### src/rtl/mch_pkg.sv
// Shared types, widths and constants of the magnetometer calibration and heading unit.
// Used by the channel interfaces, the controller, the datapath and the top level.
`default_nettype none

package mch_pkg;

	localparam int SAMPLE_WIDTH = 16;
	localparam int CORDIC_STEPS = 16;

	localparam int SW       = SAMPLE_WIDTH;
	localparam int CFG_W    = 12;
	localparam int CW       = SW + 2;            // corrected value
	localparam int OFF_W    = SW + 1;            // min + max
	localparam int SPAN_W   = SW + 1;
	localparam int SUM_W    = SPAN_W + 2;
	localparam int NUM_W    = SUM_W + 18;        // 2 * sum * 2^16 + 3 * span
	localparam int DEN_W    = SPAN_W + 3;        // 6 * span
	localparam int SCALE_W  = 24;
	localparam int PROD_W   = CW + SCALE_W + 1;
	localparam int RND_W    = PROD_W - 17;
	localparam int X_W      = CW + 24 + 3;
	localparam int Z_W      = 26;
	localparam int HEAD_W   = 16;
	localparam int DIV_STEPS = NUM_W;
	localparam int ITER_W   = $clog2(CORDIC_STEPS);
	localparam int STEP_W   = $clog2((DIV_STEPS > CORDIC_STEPS) ? DIV_STEPS : CORDIC_STEPS);

	localparam logic [CFG_W-1:0]   CFG_RESET = CFG_W'(200);
	localparam logic [SCALE_W-1:0] SCALE_MAX = {SCALE_W{1'b1}};
	localparam logic [SCALE_W-1:0] SCALE_ONE = SCALE_W'(65536);
	localparam logic signed [Z_W-1:0] HALF_TURN = Z_W'(4608000);
	localparam logic signed [Z_W-1:0] FULL_TURN = Z_W'(9216000);
	localparam logic [HEAD_W-1:0]  HEAD_ZERO = HEAD_W'(18000);

	localparam logic [1:0] AXIS_X    = 2'd0;
	localparam logic [1:0] AXIS_LAST = 2'd2;

	typedef enum logic [3:0] {
		ST_IDLE,
		ST_CAL,
		ST_DIV_INIT,
		ST_DIV_STEP,
		ST_DIV_STORE,
		ST_MUL,
		ST_SAT,
		ST_COR_INIT,
		ST_COR_STEP,
		ST_COR_STORE,
		ST_DONE
	} state_t;

	typedef struct packed {
		logic              load_in;
		logic              cal_update;
		logic              div_init;
		logic              div_step;
		logic              div_store;
		logic              set_cal;
		logic              mul;
		logic              sat_store;
		logic              cor_init;
		logic              cor_step;
		logic              cor_store;
		logic              out_load;
		logic [1:0]        ax;
		logic [STEP_W-1:0] step;
	} cmd_t;

	typedef struct packed {
		logic calibrated;
		logic cal_finish;
	} status_t;

	// atan(2^-i) in 1/256 of a hundredth of a degree
	function automatic logic signed [Z_W-1:0] atan_unit(input logic [4:0] i);
		logic signed [Z_W-1:0] r;
		begin
			unique case (i)
				5'd0: r = Z_W'(1152000);
				5'd1: r = Z_W'(680065);
				5'd2: r = Z_W'(359328);
				5'd3: r = Z_W'(182400);
				5'd4: r = Z_W'(91554);
				5'd5: r = Z_W'(45822);
				5'd6: r = Z_W'(22916);
				5'd7: r = Z_W'(11459);
				5'd8: r = Z_W'(5730);
				5'd9: r = Z_W'(2865);
				5'd10: r = Z_W'(1432);
				5'd11: r = Z_W'(716);
				5'd12: r = Z_W'(358);
				5'd13: r = Z_W'(179);
				5'd14: r = Z_W'(90);
				5'd15: r = Z_W'(45);
				5'd16: r = Z_W'(22);
				5'd17: r = Z_W'(11);
				5'd18: r = Z_W'(6);
				5'd19: r = Z_W'(3);
				5'd20: r = Z_W'(1);
				5'd21: r = Z_W'(1);
				default: r = '0;
			endcase
			return r;
		end
	endfunction

endpackage

`default_nettype wire

### src/rtl/mch_if.sv
// Valid/ready channel interfaces for sample items and result items.
// Depends on mch_pkg for field widths.
`default_nettype none

interface mch_in_if;
	import mch_pkg::*;
	logic                 valid;
	logic                 ready;
	logic signed [SW-1:0] sample_x;
	logic signed [SW-1:0] sample_y;
	logic signed [SW-1:0] sample_z;
	modport source(output valid, sample_x, sample_y, sample_z, input ready);
	modport sink(input valid, sample_x, sample_y, sample_z, output ready);
endinterface

interface mch_out_if;
	import mch_pkg::*;
	logic                 valid;
	logic                 ready;
	logic signed [CW-1:0] corrected_x;
	logic signed [CW-1:0] corrected_y;
	logic signed [CW-1:0] corrected_z;
	logic [HEAD_W-1:0]    heading_xy;
	logic [HEAD_W-1:0]    heading_xz;
	logic [HEAD_W-1:0]    heading_yz;
	logic                 saturated;
	modport source(output valid, corrected_x, corrected_y, corrected_z,
		heading_xy, heading_xz, heading_yz, saturated, input ready);
	modport sink(input valid, corrected_x, corrected_y, corrected_z,
		heading_xy, heading_xz, heading_yz, saturated, output ready);
endinterface

`default_nettype wire

### src/rtl/mch_ctrl.sv
// Sequencer: steps the datapath through calibration, scale division, correction and CORDIC.
// Depends on mch_pkg (state_t, cmd_t, status_t).
`default_nettype none

module mch_ctrl (
	input  wire logic            clk,
	input  wire logic            arst_n,
	input  wire logic            in_valid,
	output logic                 in_ready,
	output logic                 out_valid,
	input  wire logic            out_ready,
	input  wire mch_pkg::status_t status,
	output mch_pkg::cmd_t        cmd
);
	import mch_pkg::*;

	state_t            state_q, state_nx;
	logic [1:0]        ax_q, ax_nx;
	logic [STEP_W-1:0] step_q, step_nx;
	logic              out_valid_q;

	always_ff @(posedge clk or negedge arst_n) begin
		if (!arst_n) begin
			state_q     <= ST_IDLE;
			ax_q        <= AXIS_X;
			step_q      <= '0;
			out_valid_q <= 1'b0;
		end else begin
			state_q <= state_nx;
			ax_q    <= ax_nx;
			step_q  <= step_nx;
			if (cmd.out_load)
				out_valid_q <= 1'b1;
			else if (out_ready)
				out_valid_q <= 1'b0;
		end
	end

	always_comb begin
		state_nx = state_q;
		ax_nx    = ax_q;
		step_nx  = step_q;
		cmd      = '0;
		cmd.ax   = ax_q;
		cmd.step = step_q;
		unique case (state_q)
			ST_IDLE: begin
				if (in_valid) begin
					cmd.load_in = 1'b1;
					ax_nx       = AXIS_X;
					state_nx    = status.calibrated ? ST_MUL : ST_CAL;
				end
			end
			ST_CAL: begin
				cmd.cal_update = 1'b1;
				ax_nx          = AXIS_X;
				state_nx       = status.cal_finish ? ST_DIV_INIT : ST_IDLE;
			end
			ST_DIV_INIT: begin
				cmd.div_init = 1'b1;
				step_nx      = '0;
				state_nx     = ST_DIV_STEP;
			end
			ST_DIV_STEP: begin
				cmd.div_step = 1'b1;
				step_nx      = step_q + 1'b1;
				if (step_q == STEP_W'(DIV_STEPS - 1))
					state_nx = ST_DIV_STORE;
			end
			ST_DIV_STORE: begin
				cmd.div_store = 1'b1;
				if (ax_q == AXIS_LAST) begin
					cmd.set_cal = 1'b1;
					state_nx    = ST_IDLE;
				end else begin
					ax_nx    = ax_q + 1'b1;
					state_nx = ST_DIV_INIT;
				end
			end
			ST_MUL: begin
				cmd.mul  = 1'b1;
				state_nx = ST_SAT;
			end
			ST_SAT: begin
				cmd.sat_store = 1'b1;
				if (ax_q == AXIS_LAST) begin
					ax_nx    = AXIS_X;
					state_nx = ST_COR_INIT;
				end else begin
					ax_nx    = ax_q + 1'b1;
					state_nx = ST_MUL;
				end
			end
			ST_COR_INIT: begin
				cmd.cor_init = 1'b1;
				step_nx      = '0;
				state_nx     = ST_COR_STEP;
			end
			ST_COR_STEP: begin
				cmd.cor_step = 1'b1;
				step_nx      = step_q + 1'b1;
				if (step_q == STEP_W'(CORDIC_STEPS - 1))
					state_nx = ST_COR_STORE;
			end
			ST_COR_STORE: begin
				cmd.cor_store = 1'b1;
				if (ax_q == AXIS_LAST) begin
					state_nx = ST_DONE;
				end else begin
					ax_nx    = ax_q + 1'b1;
					state_nx = ST_COR_INIT;
				end
			end
			ST_DONE: begin
				// result register is free once the previous item has been taken
				if (!out_valid_q || out_ready) begin
					cmd.out_load = 1'b1;
					state_nx     = ST_IDLE;
				end
			end
			default: state_nx = ST_IDLE;
		endcase
	end

	assign in_ready  = (state_q == ST_IDLE);
	assign out_valid = out_valid_q;

`ifndef SYNTHESIS
	a_cal_only_uncal: assert property (@(posedge clk) disable iff (!arst_n)
		cmd.cal_update |-> !status.calibrated) else $error("calibration update after calibration");
	a_cal_sticky: assert property (@(posedge clk) disable iff (!arst_n)
		!$fell(status.calibrated)) else $error("calibrated flag dropped");
	a_load_free: assert property (@(posedge clk) disable iff (!arst_n)
		cmd.out_load |-> (!out_valid_q || out_ready)) else $error("result overwritten");
	a_ax_range: assert property (@(posedge clk) disable iff (!arst_n)
		ax_q != 2'd3) else $error("axis index out of range");
`endif

endmodule

`default_nettype wire

### src/rtl/mch_dp.sv
// Datapath: min/max tracking, shared restoring divider for scales, shared multiplier
// for correction, shared CORDIC for headings, result register. Depends on mch_pkg.
`default_nettype none

module mch_dp (
	input  wire logic                      clk,
	input  wire logic                      arst_n,
	input  wire mch_pkg::cmd_t             cmd,
	output mch_pkg::status_t               status,
	input  wire logic                      cfg_wr_en,
	input  wire logic [mch_pkg::CFG_W-1:0] cfg_wr_data,
	input  wire logic signed [mch_pkg::SW-1:0] in_x,
	input  wire logic signed [mch_pkg::SW-1:0] in_y,
	input  wire logic signed [mch_pkg::SW-1:0] in_z,
	output logic signed [mch_pkg::CW-1:0]  res_x,
	output logic signed [mch_pkg::CW-1:0]  res_y,
	output logic signed [mch_pkg::CW-1:0]  res_z,
	output logic [mch_pkg::HEAD_W-1:0]     res_hxy,
	output logic [mch_pkg::HEAD_W-1:0]     res_hxz,
	output logic [mch_pkg::HEAD_W-1:0]     res_hyz,
	output logic                           res_sat
);
	import mch_pkg::*;

	logic [CFG_W-1:0]        cfg_q, cnt_q, cnt_nx, need;
	logic                    cal_q, clip_q;
	logic signed [SW-1:0]    smp_q [3];
	logic signed [SW-1:0]    min_q [3];
	logic signed [SW-1:0]    max_q [3];
	logic signed [OFF_W-1:0] off_q [3];
	logic [SCALE_W-1:0]      scale_q [3];
	logic signed [CW-1:0]    c_q [3];
	logic [2:0]              csat_q;
	logic [HEAD_W-1:0]       head_q [3];

	logic [SPAN_W-1:0]       span [3];
	logic [SUM_W-1:0]        sum;
	logic [NUM_W-1:0]        num_q;
	logic [DEN_W-1:0]        den_q;
	logic [DEN_W-1:0]        rem_q;
	logic [NUM_W-1:0]        quo_q;
	logic [DEN_W:0]          trial;

	logic signed [CW-1:0]     d2;
	logic signed [PROD_W-1:0] prod_q, prod_w;
	logic signed [PROD_W-1:0] rnd;
	logic signed [RND_W-1:0]  v;

	logic signed [CW-1:0]    op_a, op_b;
	logic signed [X_W-1:0]   xb, ya, x_q, y_q, xs, ys;
	logic signed [Z_W-1:0]   z_q, h;
	logic                    zero_q;
	logic [ITER_W-1:0]       iter;
	logic [HEAD_W-1:0]       hd;

	// calibration end test
	assign cnt_nx = cnt_q + 1'b1;
	assign need   = (cfg_q == '0) ? CFG_W'(1) : cfg_q;
	assign status.cal_finish = (cnt_nx == '0) || (cnt_nx >= need);
	assign status.calibrated = cal_q;

	always_comb begin
		for (int k = 0; k < 3; k++)
			span[k] = SPAN_W'({max_q[k][SW-1], max_q[k]} - {min_q[k][SW-1], min_q[k]});
	end
	assign sum   = SUM_W'(span[0]) + SUM_W'(span[1]) + SUM_W'(span[2]);
	assign trial = {rem_q, num_q[NUM_W-1]};

	// correction multiply
	assign d2     = CW'($signed({smp_q[cmd.ax], 1'b0})) - CW'(off_q[cmd.ax]);
	assign prod_w = PROD_W'(d2) * $signed({1'b0, scale_q[cmd.ax]});
	assign rnd    = prod_q + PROD_W'(65536);
	assign v      = RND_W'(rnd >>> 17);

	// CORDIC operand selection by pair
	always_comb begin
		unique case (cmd.ax)
			2'd0: begin op_a = c_q[0]; op_b = c_q[1]; end
			2'd1: begin op_a = c_q[0]; op_b = c_q[2]; end
			default: begin op_a = c_q[1]; op_b = c_q[2]; end
		endcase
	end
	assign xb   = X_W'(op_b) <<< 24;
	assign ya   = X_W'(op_a) <<< 24;
	assign iter = cmd.step[ITER_W-1:0];
	assign xs   = x_q >>> iter;
	assign ys   = y_q >>> iter;
	assign h    = HALF_TURN - z_q;

	always_comb begin
		if (h < 0)
			hd = '0;
		else if (h > FULL_TURN)
			hd = HEAD_W'((FULL_TURN + Z_W'(128)) >>> 8);
		else
			hd = HEAD_W'((h + Z_W'(128)) >>> 8);
	end

	always_ff @(posedge clk or negedge arst_n) begin
		if (!arst_n) begin
			cfg_q  <= CFG_RESET;
			cnt_q  <= '0;
			cal_q  <= 1'b0;
			clip_q <= 1'b0;
			for (int k = 0; k < 3; k++) begin
				min_q[k]   <= '0;
				max_q[k]   <= '0;
				off_q[k]   <= '0;
				scale_q[k] <= SCALE_ONE;
			end
		end else begin
			if (cfg_wr_en)
				cfg_q <= cfg_wr_data;
			if (cmd.cal_update) begin
				cnt_q <= cnt_nx;
				for (int k = 0; k < 3; k++) begin
					if (cnt_q == '0 || smp_q[k] < min_q[k])
						min_q[k] <= smp_q[k];
					if (cnt_q == '0 || smp_q[k] > max_q[k])
						max_q[k] <= smp_q[k];
				end
			end
			if (cmd.div_store) begin
				off_q[cmd.ax] <= OFF_W'(min_q[cmd.ax]) + OFF_W'(max_q[cmd.ax]);
				if (span[cmd.ax] == '0 || quo_q > NUM_W'(SCALE_MAX)) begin
					scale_q[cmd.ax] <= SCALE_MAX;
					clip_q          <= 1'b1;
				end else begin
					scale_q[cmd.ax] <= quo_q[SCALE_W-1:0];
				end
			end
			if (cmd.set_cal)
				cal_q <= 1'b1;
		end
	end

	always_ff @(posedge clk) begin
		if (cmd.load_in) begin
			smp_q[0] <= in_x;
			smp_q[1] <= in_y;
			smp_q[2] <= in_z;
		end
		// scale = floor((2*sum*2^16 + 3*span) / (6*span)), one quotient bit a cycle
		if (cmd.div_init) begin
			num_q <= NUM_W'({sum, 17'b0}) + NUM_W'(span[cmd.ax])
				+ NUM_W'({span[cmd.ax], 1'b0});
			den_q <= DEN_W'({span[cmd.ax], 2'b0}) + DEN_W'({span[cmd.ax], 1'b0});
			rem_q <= '0;
			quo_q <= '0;
		end
		if (cmd.div_step) begin
			num_q <= num_q << 1;
			if (trial >= {1'b0, den_q}) begin
				rem_q <= DEN_W'(trial - {1'b0, den_q});
				quo_q <= {quo_q[NUM_W-2:0], 1'b1};
			end else begin
				rem_q <= trial[DEN_W-1:0];
				quo_q <= {quo_q[NUM_W-2:0], 1'b0};
			end
		end
		if (cmd.mul)
			prod_q <= prod_w;
		if (cmd.sat_store) begin
			if (v > RND_W'((1 << (CW - 1)) - 1)) begin
				c_q[cmd.ax]    <= {1'b0, {(CW-1){1'b1}}};
				csat_q[cmd.ax] <= 1'b1;
			end else if (v < -RND_W'(1 << (CW - 1))) begin
				c_q[cmd.ax]    <= {1'b1, {(CW-1){1'b0}}};
				csat_q[cmd.ax] <= 1'b1;
			end else begin
				c_q[cmd.ax]    <= v[CW-1:0];
				csat_q[cmd.ax] <= 1'b0;
			end
		end
		if (cmd.cor_init) begin
			zero_q <= (op_a == '0) && (op_b == '0);
			if (op_b < 0) begin
				x_q <= -xb;
				y_q <= -ya;
				z_q <= (op_a >= 0) ? HALF_TURN : -HALF_TURN;
			end else begin
				x_q <= xb;
				y_q <= ya;
				z_q <= '0;
			end
		end
		if (cmd.cor_step) begin
			if (!y_q[X_W-1]) begin
				x_q <= x_q + ys;
				y_q <= y_q - xs;
				z_q <= z_q + atan_unit(5'(iter));
			end else begin
				x_q <= x_q - ys;
				y_q <= y_q + xs;
				z_q <= z_q - atan_unit(5'(iter));
			end
		end
		if (cmd.cor_store)
			head_q[cmd.ax] <= zero_q ? HEAD_ZERO : hd;
		if (cmd.out_load) begin
			res_x   <= c_q[0];
			res_y   <= c_q[1];
			res_z   <= c_q[2];
			res_hxy <= head_q[0];
			res_hxz <= head_q[1];
			res_hyz <= head_q[2];
			res_sat <= clip_q | (|csat_q);
		end
	end

`ifndef SYNTHESIS
	a_rem_below_den: assert property (@(posedge clk) disable iff (!arst_n)
		cmd.div_step |=> (rem_q < den_q)) else $error("divider remainder out of range");
	a_heading_range: assert property (@(posedge clk) disable iff (!arst_n)
		cmd.cor_store |-> (hd <= HEAD_W'(36000))) else $error("heading out of range");
	a_cnt_frozen: assert property (@(posedge clk) disable iff (!arst_n)
		cal_q |=> $stable(cnt_q)) else $error("count moved after calibration");
`endif

endmodule

`default_nettype wire

### src/rtl/magnetometer_calibrate_and_heading_unit.sv
// Magnetometer calibration and heading unit. The first calibration_samples items
// (reset 200, zero acts as one) only update per-axis min/max and give no result;
// the last of them also divides out the three Q8.16 scales, one axis after another,
// on a one-bit-per-cycle restoring divider. Every later item gives one result: the
// shared multiplier corrects the three axes, one shared 16-step CORDIC gives the
// three headings, and the result register is loaded once it is free; a new item is
// taken only after the previous one has been loaded into the result register.
// One item is in work at a time; the next is taken while the previous result waits.
// Depends on mch_pkg, mch_if, mch_ctrl and mch_dp.
`default_nettype none

module magnetometer_calibrate_and_heading_unit (
	input  wire logic                      clk,
	input  wire logic                      arst_n,
	input  wire logic                      cfg_wr_en,
	input  wire logic [mch_pkg::CFG_W-1:0] cfg_wr_data,
	mch_in_if.sink                         sample_in,
	mch_out_if.source                      result_out
);
	import mch_pkg::*;

	cmd_t    cmd;
	status_t status;

	mch_ctrl u_ctrl (
		.clk       (clk),
		.arst_n    (arst_n),
		.in_valid  (sample_in.valid),
		.in_ready  (sample_in.ready),
		.out_valid (result_out.valid),
		.out_ready (result_out.ready),
		.status    (status),
		.cmd       (cmd)
	);

	mch_dp u_dp (
		.clk         (clk),
		.arst_n      (arst_n),
		.cmd         (cmd),
		.status      (status),
		.cfg_wr_en   (cfg_wr_en),
		.cfg_wr_data (cfg_wr_data),
		.in_x        (sample_in.sample_x),
		.in_y        (sample_in.sample_y),
		.in_z        (sample_in.sample_z),
		.res_x       (result_out.corrected_x),
		.res_y       (result_out.corrected_y),
		.res_z       (result_out.corrected_z),
		.res_hxy     (result_out.heading_xy),
		.res_hxz     (result_out.heading_xz),
		.res_hyz     (result_out.heading_yz),
		.res_sat     (result_out.saturated)
	);

endmodule

`default_nettype wire
### src/flat_wrapper.sv
// flat-port wrapper written by rule: the top's interface ports become plain ports
module magnetometer_calibrate_and_heading_unit_flat import mch_pkg::*;
  (clk, arst_n, cfg_wr_en, cfg_wr_data, sample_in_valid, sample_in_sample_x, sample_in_sample_y, sample_in_sample_z, sample_in_ready, result_out_valid, result_out_corrected_x, result_out_corrected_y, result_out_corrected_z, result_out_heading_xy, result_out_heading_xz, result_out_heading_yz, result_out_saturated, result_out_ready);
  mch_in_if sample_in_i ();
  mch_out_if result_out_i ();
  input  wire logic clk;
  input  wire logic arst_n;
  input  wire logic cfg_wr_en;
  input  wire logic [mch_pkg::CFG_W-1:0] cfg_wr_data;
  input wire logic [$bits(sample_in_i.valid)-1:0] sample_in_valid;
  input wire logic [$bits(sample_in_i.sample_x)-1:0] sample_in_sample_x;
  input wire logic [$bits(sample_in_i.sample_y)-1:0] sample_in_sample_y;
  input wire logic [$bits(sample_in_i.sample_z)-1:0] sample_in_sample_z;
  output wire logic [$bits(sample_in_i.ready)-1:0] sample_in_ready;
  output wire logic [$bits(result_out_i.valid)-1:0] result_out_valid;
  output wire logic [$bits(result_out_i.corrected_x)-1:0] result_out_corrected_x;
  output wire logic [$bits(result_out_i.corrected_y)-1:0] result_out_corrected_y;
  output wire logic [$bits(result_out_i.corrected_z)-1:0] result_out_corrected_z;
  output wire logic [$bits(result_out_i.heading_xy)-1:0] result_out_heading_xy;
  output wire logic [$bits(result_out_i.heading_xz)-1:0] result_out_heading_xz;
  output wire logic [$bits(result_out_i.heading_yz)-1:0] result_out_heading_yz;
  output wire logic [$bits(result_out_i.saturated)-1:0] result_out_saturated;
  input wire logic [$bits(result_out_i.ready)-1:0] result_out_ready;
  assign sample_in_i.valid = sample_in_valid;
  assign sample_in_i.sample_x = sample_in_sample_x;
  assign sample_in_i.sample_y = sample_in_sample_y;
  assign sample_in_i.sample_z = sample_in_sample_z;
  assign sample_in_ready = sample_in_i.ready;
  assign result_out_valid = result_out_i.valid;
  assign result_out_corrected_x = result_out_i.corrected_x;
  assign result_out_corrected_y = result_out_i.corrected_y;
  assign result_out_corrected_z = result_out_i.corrected_z;
  assign result_out_heading_xy = result_out_i.heading_xy;
  assign result_out_heading_xz = result_out_i.heading_xz;
  assign result_out_heading_yz = result_out_i.heading_yz;
  assign result_out_saturated = result_out_i.saturated;
  assign result_out_i.ready = result_out_ready;
  magnetometer_calibrate_and_heading_unit u_core (.clk(clk), .arst_n(arst_n), .cfg_wr_en(cfg_wr_en), .cfg_wr_data(cfg_wr_data), .sample_in(sample_in_i), .result_out(result_out_i));
endmodule
### config.mk
export PLATFORM = sky130hd
export DESIGN_NAME = magnetometer_calibrate_and_heading_unit_flat
export DESIGN_NICKNAME = d
export VERILOG_FILES = /design/src/rtl/mch_pkg.sv /design/src/rtl/mch_if.sv /design/src/rtl/mch_ctrl.sv /design/src/rtl/mch_dp.sv /design/src/rtl/magnetometer_calibrate_and_heading_unit.sv /design/src/flat_wrapper.sv
export SDC_FILE = /design/constraint.sdc
export NUM_CORES = 2
export LEC_CHECK = 0
export ABC_CLOCK_PERIOD_IN_PS = 33900
export BUFFER_PORTS_ARGS = -buffer_cell sky130_fd_sc_hd__buf_2
export CORE_MARGIN = 5
export CORE_UTILIZATION = 55
export CTS_CLUSTER_SIZE = 40
export DETAILED_ROUTE_END_ITERATION = 8
export PLACE_DENSITY_LB_ADDON = 0.05
export SYNTH_ARGS = -nofsm -noshare
export SYNTH_HDL_FRONTEND = slang
export SYNTH_SLANG_ARGS = --single-unit
### constraint.sdc
create_clock -name clk -period 33.9 [get_ports clk]
set_input_delay 3.39 -clock clk [delete_from_list [all_inputs] [get_ports clk]]
set_output_delay 3.39 -clock clk [all_outputs]
set_load 0.02 [all_outputs]
==> results.cfg <==
[status]
status = complete, no violations

[die]
fp.dieH_um = 363
core_mm2 = 0.124
die_w_um = 363
row_count = 129
die_area_mm2 = 0.132
start_util = 0.554
ios = 170

[run]
maxCapViolations = 0

[sta]
clock_skew_ns = 0.0609
setup_viol = 0
fin_crit_ns = 11.25
rsz0062_at_grt = false
fmax_mhz = 88.9
slew_viol_final = 0
slew_headroom = 0.124
worstMarginPinSlew_ns = 1.31
fin_setup_tns_ns = 0
period_share = 0.332
whs_ns = 0.416
hold_viol = 0

[placed_design]
dp_hpwl_um = 150000
place_inst = 8659
gp_congestion = 0.944
io_buffers = 169

[global_route]
grt_antenna_before_repair = 1
grt_overflow = 0
track_usage = 0.298
grt_pass1_wl_um = 310000
grt_max_degree = 144
grt_pass1_vias = 53680

[worst_setup_path]
crit_path_end_kind = flip-flop
crit_fanout = 59
worst_ep_arrival_time_ns = 11.67
slowest_stage = buf_4
cp.required_ns = 34.32
max_stage_delay_ns = 0.66
cp-start-kind = flip-flop
critPathKind = reg -> reg
crit_path_frequent_cell = fa_1

[synthesis]
synthCells = 7085
syn_area_mm2 = 0.0685
avgSynthCellArea_um2 = 9.67
syn_nets = 8047
ys.flop_type = edfxtp_1
ys_seq_area_frac = 0.319
synth_common_cells = nand2_1 (803), inv_1 (643), nor2_1 (534)
yosys.cell_count.top_type = nand2_1
netlist.area_leader.share = 0.224
async_reset_ff_frac = 0.335
yosys.area.top_type = edfxtp_1
yosysUniqueCellTypes = 96
yosysWarnings = 0
synth.area.top_cells = edfxtp_1 (22%), fa_1 (11%), ha_1 (9.5%)
synth_edf_count = 512
yosys_register_bits = 771

[route]
ant_nets = 0
drc = 0
routed.top_layer = met4
met1_length_um = 85800
wl_um = 197000
vias = 54198
wl_met2_um = 90400
routedWlPerCell_um = 22.4
drt_iter0_markers = 4702
via_per_inst = 6.14
first_pass_iters = 6
dr_wl_met3_um = 12000

[cells_and_area]
multiInputGateArea_mm2 = 0.0432
num-fill-cells = 10584
utilization = 0.600
fin_cells = 8828
area_growth_pct = 8.33
seq_area_mm2 = 0.0219
drive_gt1_frac = 0.0981
finalNetCount = 8076

[clock_tree]
cts_tree = built
root_buffer = clkbuf_16
cts_resized = 0
cts.sinks = 771
hold_buffers = 0
clk_path_buf_depth = 3
clk-insertion-delay-late_ns = 0.73
h-tree-depth = 3
post_cts_buffers = 0
clk_pin_slew_ns = 0.06
cts_buffers = 89

[hold_path]
hold_path.class = reg -> reg
through the flow:
stage	area, µm²	setup slack, ns
6_report	74200	22.65
5_1_grt	74200	21.81
4_1_cts	74200	22.72
3_5_place_dp	71000	22.82
3_3_place_gp	71000	23.07
2_1_floorplan	68500	23.17
worst paths after layout:
kind	cells after the start	slack (ns)	start	endpoint
worst max-delay path	38	22.65	u_core.u_ctrl.ax_q[0]	u_core.u_dp.prod_q[41]
worst min-delay path	0	0.42	u_core.u_dp.head_q[2][0]	result_out_heading_yz[0]
max in group asynchronous	2	29.63	arst_n	u_core.u_ctrl.step_q[0]
worst max register to register	38	22.65	u_core.u_ctrl.ax_q[0]	u_core.u_dp.prod_q[41]
worst min register to register	0	0.42	u_core.u_dp.head_q[2][0]	result_out_heading_yz[0]
min in group asynchronous	1	2.76	arst_n	u_core.u_dp.max_q[8]
state kept, by name (all words and copies together) (netlist names), 16 cells and up, named ones only:
register	cells
result_out_heading_yz	16
u_core.u_dp.head_q	48
u_core.u_dp.prod_q	27
u_core.u_dp.smp_q	48
u_core.u_dp.res_z	18
u_core.u_dp.res_y	18
u_core.u_dp.z_q	26
u_core.u_dp.scale_q	72
result_out_heading_xz	16
u_core.u_dp.y_q	45
u_core.u_dp.min_q	48
result_out_heading_xy	16
u_core.u_dp.off_q	51
u_core.u_dp.num_q	37
u_core.u_dp.x_q	45
u_core.u_dp.c_q	54
u_core.u_dp.max_q	48
u_core.u_dp.rem_q	20
u_core.u_dp.den_q	19
u_core.u_dp.res_x	18
u_core.u_dp.quo_q	37
metal layers:
layer / track usage / vias up
li1: - / 25078
met5: 0 / -
met3: 0.0372 / 391
met1: 0.413 / 26850
met4: 0.124 / 0
met2: 0.479 / 1879
worst max-delay path, delay by kind of cell (launching register included):
kind / cells / cell delay [ns]
xor+xnor: 1 / 0.07
compound gates: 16 / 4.01
flops: 1 / 0.59
buf+inv: 8 / 1.60
fa+ha+maj: 8 / 3.74
simple gates: 5 / 0.85
layout by cell type, fill, tap and decap left out, types with 58 or more instances in the layout:
cell type	count
nor2b_1	68
buf_2	169
mux2i_1	229
nand2_1	802
o21ai_0	299
mux4_2	96
inv_1	642
o22a_1	78
ha_1	517
a31oi_1	76
mux2_2	128
buf_4	82
clkbuf_16	89
a21oi_1	364
nor2_1	530
dfrtp_1	246
nor3_1	117
fa_1	379
nand3_1	125
xor2_1	152
nand2b_1	58
edfxtp_1	512
xnor2_1	254
and2_1	107
a21o_1	155
cell families after synthesis:
kind of cell    share of synthesized area
simple gates                        0.138
compound gates                      0.143
buf+inv                            0.0543
fa+ha+maj                           0.205
flops                               0.319
mux                                0.0870
xor+xnor                           0.0527
layout make-up:
cell class,count,area share
multi-input cells,5352,0.581
flip-flops and latches,771,0.295
inverters,647,0.0327
clock buffers,101,0.0313
well taps,1637,0.0276
repair buffers,253,0.0202
clock inverters,66,0.0121
diodes,1,0.0000337
Power is left out: the tool's default activity adds up to more than one toggle a clock period on the data nets, which glitch-free logic cannot reach.
